`src/rtl/core/gbpf_pkg.sv`:
```
// Shared types and constants of the grid path finder.
`default_nettype none
package gbpf_pkg;

  localparam int unsigned GridWDefault = 16;
  localparam int unsigned GridHDefault = 16;
  localparam int unsigned WpDepth      = 256;

  localparam logic [1:0] REQ_WRITE = 2'd0;
  localparam logic [1:0] REQ_QUERY = 2'd1;
  localparam logic [1:0] REQ_READ  = 2'd2;

  // Marks 0..3 are arrival directions: +x, -x, +y, -y.
  localparam logic [1:0] DIR_XP = 2'd0;
  localparam logic [1:0] DIR_XN = 2'd1;
  localparam logic [1:0] DIR_YP = 2'd2;
  localparam logic [1:0] DIR_YN = 2'd3;

  localparam logic [2:0] MARK_OPEN = 3'd4;
  localparam logic [2:0] GO_A      = 3'd5;
  localparam logic [2:0] GO_B      = 3'd6;
  localparam logic [2:0] GO_BALL   = 3'd7;

  typedef enum logic [3:0] {
    ST_CLR,
    ST_IDLE,
    ST_QCHK,
    ST_QEVAL,
    ST_INIT,
    ST_SETT,
    ST_SETS,
    ST_EXP_RD,
    ST_EXP_NB,
    ST_EXP_CHK,
    ST_TR_RD,
    ST_TR_CHK,
    ST_TR_END,
    ST_RD,
    ST_RDW,
    ST_DONE
  } state_e;

  typedef struct packed {
    logic occ_we;
    logic mark_we;
  } map_we_t;

endpackage
`default_nettype wire

```
`src/rtl/core/gbpf_frontier.sv`:
```
// Two-bank frontier memory holding the current and next search level.
`default_nettype none
module gbpf_frontier #(
  parameter int unsigned GRID_W = 16,
  parameter int unsigned GRID_H = 16,
  localparam int unsigned CW = $clog2(GRID_W * GRID_H),
  localparam int unsigned PW = $clog2(GRID_W) + $clog2(GRID_H)
) (
  input  wire logic          clk_i,
  input  wire logic          we_i,
  input  wire logic [CW:0]   waddr_i,
  input  wire logic [PW-1:0] wdata_i,
  input  wire logic [CW:0]   raddr_i,
  output logic [PW-1:0]      rdata_o
);
  import gbpf_pkg::*;

  logic [PW-1:0] mem [2**(CW+1)];

  always_ff @(posedge clk_i) begin
    if (we_i) begin
      mem[waddr_i] <= wdata_i;
    end
    rdata_o <= mem[raddr_i];
  end

endmodule
`default_nettype wire

```
`config.mk`:
```
export PLATFORM = sky130hd
export DESIGN_NAME = gbpf_frontier
export DESIGN_NICKNAME = d
export VERILOG_FILES = /design/src/rtl/core/gbpf_pkg.sv /design/src/rtl/core/gbpf_frontier.sv
export SDC_FILE = /design/constraint.sdc
export NUM_CORES = 2
export LEC_CHECK = 0
export ABC_AREA = 1
export BUFFER_PORTS_ARGS = -buffer_cell sky130_fd_sc_hd__buf_2
export CAP_MARGIN = 5
export CORE_UTILIZATION = 57
export DETAILED_ROUTE_END_ITERATION = 6
export PLACE_DENSITY_LB_ADDON = 0.05
export SLEW_MARGIN = 20
export SYNTH_ARGS = -nofsm -noshare
export SYNTH_HDL_FRONTEND = slang
export SYNTH_SLANG_ARGS = --single-unit
```
`constraint.sdc`:
```
create_clock -name clk_i -period 1.7 [get_ports clk_i]
set_input_delay 0.085 -clock clk_i [delete_from_list [all_inputs] [get_ports clk_i]]
set_output_delay 0.085 -clock clk_i [all_outputs]
set_load 0.05 [all_outputs]
```
==> results.ini <==
[power_and_ir_drop]
p_leak_uw=0.07278
p_seq_frac=0.512
p_clk_frac=0.413
p_total_uw=217700
p_int_uw=168400
combPwrFrac=0.075
power.density_nw_per_um2=1085
switching_share=0.2266
netSwitchingPower_uw=49320
ir_drop_v=0.0009935

[cells_and_area]
fin_area_um2=200600
fillers=20560
fin_nets=14990
fin_cells=19210
area_growth_pct=20.33
layout-drive-gt1-share=0.1858

[place]
dpl_worst_slack_ns=-1.154
dp_cells=18450
hpwl_um=314800
gp_congestion=0.9479
post_dp_cell_area_um2=183400
portBuffers=35

[critical_path]
cp.required_ns=2.55
critPathLaunchType=flop
crit_path_max_fanout=1
endpoint_kind=flop
arrival_ns=2.57
startpoint=mem[163][4]
critical_path_class=flop to flop
r2r-start=mem[163][4]

[global_routing]
grt_pass1_wl_um=720400
antenna_found_initial=17
overflow=0
grt_pass1_vias=111100
grt_util_all_layers=0.3313
grt_start_max_net_pins=88

[timing]
maxSlewViolCount=0
worst_slack_ns=-0.02927
rsz0062_at_grt=yes
finalClockSkew_ns=0.03718
tightestPinTransition_ns=0.9002
min_period_ns=1.729
fin_crit_sh=1.017
hold_violations=8
fmax_mhz=578.3
setup_viol=1
hold-worst-slack_ns=-0.4092
slew_headroom=0.3990

[routing]
viasPerCell=6.000
wl_per_cell_um=25.62
ant_nets=0
first_pass_iters=7
drt_iter0_markers=15080
drc_errors=0
num_vias=115200
wirelength_um=492000

[die]
initial_core_util=0.5733
die_y_um=542.8
dieArea_um2=294700
core_um2=290800
rows=198
num_io_pins=36
die-width_um=542.8

[yosys]
synth_async_sr_flop_share=0
synth_top_area_share=0.7377
yosysSeqAreaShare=0.7387
synth_area_um2=166700
synth_edf_count=4096
netlist_top_cells_area=edfxtp_1 74%, nand3_1 12%, nand2_1 9.4%
synth_nets=13920
synth_seq_cells=4104
yosysTopAreaCell=edfxtp_1
avgSynthCellArea_um2=12.00
yosysUniqueCellTypes=16
synth_warnings=0
synthFlopType=edfxtp_1
synthCells=13890

[hold_path]
hold_path.startpoint=raddr_i[8]
hp-class=primary input to flop

[outcome]
outcome=finished with violations
violations=hold timing, setup timing

[clock_tree]
cts_buffer_depth=4
cts-root-buf=clkbuf_16
clkTransAtPathRegs_ns=0.07
cts_buffers=410
cts_num_sinks=4104
clock_latency_ns=0.95
tritoncts=built
cts_hold_buf=9
h-tree-depth=5

[job]
drv_cap=0

per-stage QoR:
step                        util  setup TNS (ns)
after floorplan                -               0
after global placement    0.6305         -329.39
after detailed placement  0.6305         -354.67
after CTS                 0.6828         -0.2517
after global routing      0.6898         -0.2609
final                     0.6898        -0.02927
Yosys cell counts, types with 8 or more instances:
cell,count
nor2_1,514
buf_6,72
nand3_1,4080
inv_1,34
nor3_1,11
clkbuf_1,184
nand2_1,4160
edfxtp_1,4096
buf_2,517
buf_1,82
buf_4,123
dfxtp_1,8
worst paths after layout:
kind	to	slack (ns)	cells after the start
setup / recovery	rdata_o[4]	-0.03	10
hold / removal	rdata_o[5]	-0.41	3
setup reg to reg	rdata_o[4]	-0.03	10
hold reg to reg	rdata_o[6]	1.11	10
flip-flops by register name (all words and copies together) (netlist names):
name,flops
rdata_o,8
mem,4096
cell type report:
type / count / area [µm²] / share of cell area
multi-input combinational: 8765 / 42030 / 0.2095
inverter: 39 / 200.2 / 0.0009978
clock inverter: 244 / 2333 / 0.01163
clock buffer: 504 / 10900 / 0.05432
antenna: 5 / 12.51 / 0.00006236
tap: 3900 / 4880 / 0.02432
sequential: 4104 / 123200 / 0.6140
timing repair buffer: 1645 / 17100 / 0.08521
worst max-delay path: stages (launching register included):
cell and delay, ns:
edfxtp_1 0.37, nand2_1 0.08, nand3_1 0.07, nand3_1 0.14, nand3_1 0.12, nand3_2 0.14, nand3_2 0.20, nand3_2 0.16
nand3_4 0.16, nand3_4 0.12, nand2_2 0.06
per-layer routing:
| layer | track usage | wire length, µm | up-vias | part of all wire |
|---|---|---|---|---|
| li1 | - | - | 51680 | - |
| met1 | 0.4641 | 192900 | 56610 | 0.39 |
| met2 | 0.5204 | 230300 | 6013 | 0.47 |
| met3 | 0.05262 | 47250 | 936 | 0.096 |
| met4 | 0.1375 | 21490 | 2 | 0.044 |
| met5 | 0 | 7 | - | 0.000014 |
power groups by stage:
stage	registers (µW)	clock network (µW)	logic [µW]
floorplan	114000	0	6890
global placement	114000	0	14800
detailed placement	114000	0	14900
CTS	111000	90700	15600
global route	111000	94400	17200
finish	111000	89900	16300
layout by cell type, fill, tap and decap left out:
master / Yosys / layout
nand2_1: 4160 / 4139
edfxtp_1: 4096 / 4096
nand3_1: 4080 / 3487
buf_4: 123 / 1224
nor2_1: 514 / 513
nand3_2: 0 / 471
clkbuf_16: 0 / 422
buf_12: 1 / 367
nand3_4: 0 / 122
clkinv_1: 0 / 93
clkbuf_1: 184 / 79
clkinv_2: 0 / 78
bufinv_16: 0 / 43
inv_1: 34 / 31
clkinvlp_4: 0 / 20
buf_6: 72 / 20
nand2_4: 0 / 15
buf_2: 517 / 13
buf_8: 4 / 12
nor3_1: 11 / 11
dlygate4sd3_1: 0 / 9
inv_6: 0 / 8
nand2_2: 0 / 6
diode_2: 0 / 5
dfxtp_4: 0 / 4
dfxtp_2: 0 / 4
inv_16: 0 / 3
clkbuf_8: 0 / 3
inv_8: 0 / 2
inv_2: 3 / 2
clkinv_16: 0 / 2
nor2_2: 0 / 1
clkinv_8: 0 / 1
logic make-up (layout without fill, tap and decap cells):
| logic type | count (synthesis) | count (layout) | share of synthesized area |
|---|---|---|---|
| and+or+nand+nor | 8765 | 8765 | 0.2280 |
| DFF | 4104 | 4104 | 0.7387 |
| other | 0 | 5 | 0 |
| buffers and inverters | 1022 | 2432 | 0.03330 |
what timing repair did:
item / CTS / global route
pin swaps: 61 / 180
gates resized for setup: 373 / 394
endpoints found under the setup margin: 16 / 8
buffers inserted: 0 / 0
hold endpoints to repair: 3853 / 8
(Power assumes the default switching activity.)
