`src/rtl/core/gbpf_pkg.sv`:
```
// Shared types and constants of the grid path finder.
`default_nettype none
package gbpf_pkg;

  localparam int unsigned GridWDefault = 16;
  localparam int unsigned GridHDefault = 16;
  localparam int unsigned WpDepth      = 256;

  localparam logic [1:0] REQ_WRITE = 2'd0;
  localparam logic [1:0] REQ_QUERY = 2'd1;
  localparam logic [1:0] REQ_READ  = 2'd2;

  // Marks 0..3 are arrival directions: +x, -x, +y, -y.
  localparam logic [1:0] DIR_XP = 2'd0;
  localparam logic [1:0] DIR_XN = 2'd1;
  localparam logic [1:0] DIR_YP = 2'd2;
  localparam logic [1:0] DIR_YN = 2'd3;

  localparam logic [2:0] MARK_OPEN = 3'd4;
  localparam logic [2:0] GO_A      = 3'd5;
  localparam logic [2:0] GO_B      = 3'd6;
  localparam logic [2:0] GO_BALL   = 3'd7;

  typedef enum logic [3:0] {
    ST_CLR,
    ST_IDLE,
    ST_QCHK,
    ST_QEVAL,
    ST_INIT,
    ST_SETT,
    ST_SETS,
    ST_EXP_RD,
    ST_EXP_NB,
    ST_EXP_CHK,
    ST_TR_RD,
    ST_TR_CHK,
    ST_TR_END,
    ST_RD,
    ST_RDW,
    ST_DONE
  } state_e;

  typedef struct packed {
    logic occ_we;
    logic mark_we;
  } map_we_t;

endpackage
`default_nettype wire

```
`src/rtl/core/gbpf_map.sv`:
```
// Occupancy map and per-query search mark memories.
`default_nettype none
module gbpf_map #(
  parameter int unsigned GRID_W = 16,
  parameter int unsigned GRID_H = 16,
  localparam int unsigned Cells = GRID_W * GRID_H,
  localparam int unsigned CW = $clog2(Cells)
) (
  input  wire logic             clk_i,
  input  wire gbpf_pkg::map_we_t we_i,
  input  wire logic [CW-1:0]    occ_waddr_i,
  input  wire logic             occ_wdata_i,
  input  wire logic [CW-1:0]    occ_raddr_i,
  output logic                  occ_rdata_o,
  input  wire logic [CW-1:0]    mark_waddr_i,
  input  wire logic [2:0]       mark_wdata_i,
  input  wire logic [CW-1:0]    mark_raddr_i,
  output logic [2:0]            mark_rdata_o
);
  import gbpf_pkg::*;

  logic       occ_mem  [Cells];
  logic [2:0] mark_mem [Cells];

  always_ff @(posedge clk_i) begin
    if (we_i.occ_we) begin
      occ_mem[occ_waddr_i] <= occ_wdata_i;
    end
    occ_rdata_o <= occ_mem[occ_raddr_i];
  end

  always_ff @(posedge clk_i) begin
    if (we_i.mark_we) begin
      mark_mem[mark_waddr_i] <= mark_wdata_i;
    end
    mark_rdata_o <= mark_mem[mark_raddr_i];
  end

endmodule
`default_nettype wire

```
`config.mk`:
```
export PLATFORM = sky130hd
export DESIGN_NAME = gbpf_map
export DESIGN_NICKNAME = d
export VERILOG_FILES = /design/src/rtl/core/gbpf_pkg.sv /design/src/rtl/core/gbpf_map.sv
export SDC_FILE = /design/constraint.sdc
export NUM_CORES = 1
export LEC_CHECK = 0
export BUFFER_PORTS_ARGS = -buffer_cell sky130_fd_sc_hd__buf_2
export CAP_MARGIN = 20
export CORE_ASPECT_RATIO = 1.5
export CORE_MARGIN = 4
export CORE_UTILIZATION = 50
export DETAILED_ROUTE_END_ITERATION = 6
export GPL_TIMING_DRIVEN = 0
export PLACE_DENSITY = 0.62
export SYNTH_ARGS = -nofsm -noshare
export SYNTH_HDL_FRONTEND = slang
export SYNTH_SLANG_ARGS = --single-unit
```
`constraint.sdc`:
```
create_clock -name clk_i -period 5.7 [get_ports clk_i]
set_input_delay 0.57 -clock clk_i [delete_from_list [all_inputs] [get_ports clk_i]]
set_output_delay 0.57 -clock clk_i [all_outputs]
set_load 0.03 [all_outputs]
```
==> results of run 1 <==
final cells by class:
cell class | instances | area, um2
clock inverter | 76 | 1070
tap | 1122 | 1400
clock buffer | 102 | 2420
multi-input combinational | 1239 | 10600
inverter | 8 | 30.0
sequential | 1028 | 30800
buffer | 163 | 961
fill | 6554 | 36200
antenna | 2 | 5.00
timing repair buffer | 50 | 480
worst max-delay path, stage by stage:
cell and delay, ps:
buf_2 290, clkbuf_1 810, nor2_1 190, clkbuf_1 520, a22oi_1 440, a21oi_1 140, nor3_1 530, a22oi_1 230
a2bb2oi_1 230
logic make-up (layout without fill, tap and decap cells):
kind of cell	count (synthesis)	in the layout	synth area share, %
AO/OA/AOI/OAI	154	154	2.73
buffers and inverters	171	399	2.33
flip-flops	1028	1028	72.7
multiplexers	338	338	14.8
other	0	2	0
AND/OR/NAND/NOR	747	747	7.41
where the power goes:
group          internal, uW  total, uW  switching [uW]
logic                   304        943             639
registers              8330       8330            4.85
clock network          4200       7100            2900
total                 12800      16400            3540
registers in the layout, indices dropped and copies added (netlist names):
name / cells
occ_mem: 256
mark_mem: 768
mark_rdata_o: 3
occ_rdata_o: 1
routing by layer:
layer	track usage (%)	part of all wire, %
met5	0	0.011
met3	4.46	6.6
met2	49.4	53
met4	16.7	6.8
met1	30.6	33
cell usage after synthesis (5+ instances only):
library cell and count:
clkbuf_1 89, and3b_1 6, buf_6 17, o21ai_0 5, nand3_1 41, a211oi_1 7
mux2i_1 94, o221ai_1 16, or2_2 5, a22oi_1 22, edfxtp_1 1024, a221oi_1 6
a22o_1 11, mux2_2 18, buf_2 28, mux4_2 215, nor2b_1 22, nand2_1 69
nor2_1 532, nor3_1 18, nand4_1 11, a311oi_1 6, o211ai_1 6, inv_1 7
and2_1 5, o22ai_1 21, buf_4 16, mux4_1 11, nand2b_1 10, buf_8 5
nor4_1 7, a21oi_1 20
per-stage QoR:
stage / power, uW / instances / setup slack (ps)
global route: 16800 / 3788 / 2260
CTS: 16400 / 3788 / 2300
global placement: 9430 / 3595 / 1310
finish: 16400 / 3790 / 2230
detailed placement: 9440 / 3610 / 1600
floorplan: 8980 / 2438 / 3240
final timing paths:
kind / start / depth (start not counted) / slack [ps] / endpoint
hold reg to reg: occ_mem[148] / 6 / 1020 / occ_rdata_o
setup / recovery: mark_raddr_i[2] / 9 / 2230 / mark_rdata_o[2]
setup reg to reg: mark_mem[174][1] / 6 / 3060 / mark_rdata_o[1]
hold / removal: occ_raddr_i[7] / 4 / 230 / occ_rdata_o
==> impl_metrics.toml, run 1 <==
[min_path]
hp-class = "in2reg"

[drt]
drtPass1Iterations = 7
wl_per_cell_um = 32.3
vias = 23700
viasPerCell = 6.26
drc_errors = 0
dr.first_iter.drc_count = 2767
wirelength_um = 122000
ant_nets = 0

[worst_setup_path]
critPathLaunchType = "input port"
worstSetupPathType = "in2reg"
required_ps = 6210
worst-path-max-fanout = 10
cp.arrival_ps = 3980
worst_setup_path_end_kind = "flip-flop"

[synthesis]
synth_cells = 2438
ys_ff_latch = 1028
netlist_area_um2 = 42400
syn_area_per_cell_um2 = 17.4
synth_top_area_share_pct = 72.5
yosysWarnings = 0
synth_edf_count = 1024
syn_nets = 2477
postSynth.asyncResetShare_pct = 0
synth_cell_types = 66
yosysTopAreaCell = "edfxtp_1"
synth_ff_type = "edfxtp_1"
synth_seq_area_share_pct = 72.7
netlist_top_cells_area = "edfxtp_1, mux4_2, nor2_1"

[timing]
rsz0062_at_grt = "no"
min_period_over_period_pct = 60.8
fin_setup_tns_ps = 0
timing_hold_violations_final = 0
worst_pin_slew_ps = 1300
period_needed_ps = 3470
slew_headroom_pct = 13.1
setup_viol = 0
whs_ps = 225
skew_ps = 23.8
timing.fmax_mhz = 289
finalMaxSlewViolations = 0

[final_layout]
final_area_um2 = 47800
layout_common_cells = "edfxtp_1, nor2_1, mux4_2"
area_delta_synth_final_pct = 12.7
utilization_pct = 56.9
final_layout_size_suffix_gt1_share_pct = 19.9
final_common_cell = "edfxtp_1"
fin_nets = 2624

[placement]
globalplace.congestion = 0.932
io_buffer_count = 35
dp_hpwl_um = 83000
placed_area_um2 = 44300

[grt]
grt_pass1_wl_um = 173000
grt_pass1_vias = 24400
grt_overflow = 0
antenna_found_initial = 4
grt_use_total_pct = 27.5
grt_max_degree = 176

[clock_network]
cts_root_buf = "clkbuf_16"
clock_path_buffers = 3
path_clk_slew_ps = 70
postCtsHoldBufs = 0
cts_tree = "yes"
cts_made_buffers = 95
clk_latency_ps = 680
cts.sinks = 1028
htreeDepth = 3
cts_setup_buffers = 0
postCtsResizedCells = 0

[power_and_ir_drop]
leakagePower_uw = 0.0148
p_per_area_nw_per_um2 = 343
irDropWorstVdd_mv = 0.268

[floorplanning]
fp.dieW_um = 246
ios = 43
dieArea_um2 = 89600
core_um2 = 83900
die_y_um = 365
start_util_pct = 50.5
num_rows = 130

[flow_run]
cap_violations = 0

[run_status]
outcome = "finished, final reports clean"
(Power assumes the default switching activity.)
==> run 2, diff against run 1 <==
Settings changed: PLACE_DENSITY 0.62 to 0.65.
Clock period 5.7 ns to 3 ns, I/O delays scaled along.
==> run 2 against run 1 <==
- worst setup slack lost 2200 ps
- clock skew decreased by 1.0 ps
- hold slack lost 170 ps
- non-clock buffer count increased by 1
- register-to-register slack got worse by 2800 ps
- count of clock-buffer cells in the layout is 15 higher
- design area shrank 0.66%
- cell count barely moved
- critical path depth unchanged
- largest cell class unchanged
==> impl_metrics.toml, run 2 (synthesis gave the netlist of run 1 again) <==
[worst_setup_path]
worstSetupPathType = "in2reg"
reg2reg_from = "mark_mem[172][1]"
worst_setup_path_end_kind = "flip-flop"
worst-path-max-fanout = 10
cp_top_family = "buffers and inverters"
critPathLaunchType = "input port"
crit_chain = "buf_2 -> buf_4 -> buf_2 -> buf_2 -> mux4_2 -> a221oi_2 -> o22ai_1 -> nor3_2 -> o211ai_2"
r2r_cells = 6
r2r-end = "mark_rdata_o[1]"
worst_path_max_delay_cell = "buf_2"
required_ps = 3530
cpMostUsedCell = "buf_2"
rrSetupSlack_ps = 280
critical_path.max_stage_delay_ps = 580
cp.arrival_ps = 3450
worst-path-buf-inv = 4

[power_and_ir_drop]
power.internal_uw = 23200
clkPwrFrac_pct = 41.0
pwr-share-seq_pct = 53.1
p_per_area_nw_per_um2 = 628
p_switching_uw = 6560
leakagePower_uw = 0.0146
irDropWorstVdd_mv = 0.614
combPwrFrac_pct = 5.9
p_sw_share_pct = 22.0

[timing]
timing.fmax_mhz = 343
finalMaxSlewViolations = 0
rsz0062_at_grt = "no"
setup_viol = 0
worst_pin_slew_ps = 1260
skew_ps = 22.8
fin_ws_ps = 83.9
timing_hold_violations_final = 0
min_period_over_period_pct = 97.2
slew_headroom_pct = 15.9
period_needed_ps = 2920

[drt]
vias = 23700
wl_per_cell_um = 31.3
viasPerCell = 6.27
dr.first_iter.drc_count = 2759
wirelength_um = 119000
drc_errors = 0
drtPass1Iterations = 5
ant_nets = 0

[final_layout]
utilization_pct = 56.5
final_common_cell = "edfxtp_1"
layout_common_cells = "edfxtp_1, nor2_1, mux4_2"
final_cells = 3788
top_regs = "mark_mem x768, occ_mem x256, mark_rdata_o x3"
largest_register = "mark_mem"
largest_reg_flops = 768
filler_cell_count = 6504
fin_nets = 2624
final_layout_size_suffix_gt1_share_pct = 19.3
area_delta_synth_final_pct = 12.0

[placement]
dp.cells = 3611
dp_hpwl_um = 80900
globalplace.congestion = 0.909
io_buffer_count = 35
place_ws_ps = -889

[min_path]
hp-class = "in2reg"
min-delay-start = "mark_raddr_i[6]"
holdPathStages = 2
min_to = "mark_rdata_o[2]"

[grt]
antenna_found_initial = 4
grt_overflow = 0
grt_pass1_wl_um = 170000
grt_pass1_vias = 24500
grt_max_degree = 172
grt_use_total_pct = 26.8

[floorplanning]
dieArea_um2 = 89600
ios = 43
start_util_pct = 50.5
num_rows = 130
fp.dieW_um = 246
core_um2 = 83900
die_y_um = 365

[clock_network]
cts_tree = "yes"
cts_root_buf = "clkbuf_16"
cts_made_buffers = 94
htreeDepth = 3
cts.sinks = 1028
cts_setup_buffers = 0
clk_latency_ps = 680
clock_path_buffers = 3
path_clk_slew_ps = 60

[flow_run]
cap_violations = 0

[run_status]
outcome = "finished, final reports clean"
run 2: per-stage QoR:
step / hold WS [ps] / power, uW / TNS (ps) / instance area (um2)
finish: 54.6 / 29800 / 0 / 47500
global route: 20.2 / 30700 / 0 / 47500
CTS: 3.78 / 29900 / 0 / 47500
detailed placement: 644 / 17900 / -2310 / 44300
global placement: 650 / 17900 / -929650 / 44000
floorplan: 399 / 17100 / 0 / 42400
run 2: area by class of cell:
class | instances | area (um2) | share of cell area (%)
clock buffers | 117 | 2540 | 5.36
clock inverters | 59 | 599 | 1.26
diodes | 1 | 2.50 | 0.00527
flip-flops and latches | 1028 | 30800 | 65.0
inverters | 8 | 30.0 | 0.0633
well taps | 1122 | 1400 | 2.96
repair buffers | 52 | 508 | 1.07
plain buffers | 162 | 972 | 2.05
multi-input cells | 1239 | 10600 | 22.3
run 2: power by group through the flow:
stage | Clock, uW | Combinational [uW] | Sequential [uW]
2_1_floorplan | 0 | 901 | 16200
3_3_place_gp | 0 | 1700 | 16200
3_5_place_dp | 0 | 1750 | 16100
4_1_cts | 12300 | 1760 | 15800
5_1_grt | 13000 | 1830 | 15800
6_report | 12200 | 1770 | 15800
run 2: timing repair:
| item | in CTS | in global routing |
|---|---|---|
| endpoints found under the setup margin | 1 | 1 |
| endpoints found under the hold margin | 1 | 0 |
| cloned | 0 | 0 |
| hold buffers | 1 | 0 |
| gates resized for setup | 3 | 1 |
run 2: layer usage:
layer	global-route usage, %	routed length (um)	vias to the layer above
met5	0	22	-
met2	48.0	62700	1281
met1	30.0	38700	12200
met4	16.6	8590	4
met3	4.04	8640	362
li1	-	-	9900
run 2: worst max-delay path by stage:
stage	start	to	slack (ps)	depth (start not counted)
final	mark_raddr_i[1]	mark_rdata_o[0]	80	9
after global routing	mark_raddr_i[1]	mark_rdata_o[0]	100	9
after CTS	mark_raddr_i[1]	mark_rdata_o[1]	60	8
after detailed placement	mark_raddr_i[3]	mark_rdata_o[1]	-890	8
after global placement	mark_wdata_i[1]	mark_mem[156][1]	-1130	1
after floorplan	mark_raddr_i[1]	mark_rdata_o[0]	810	8
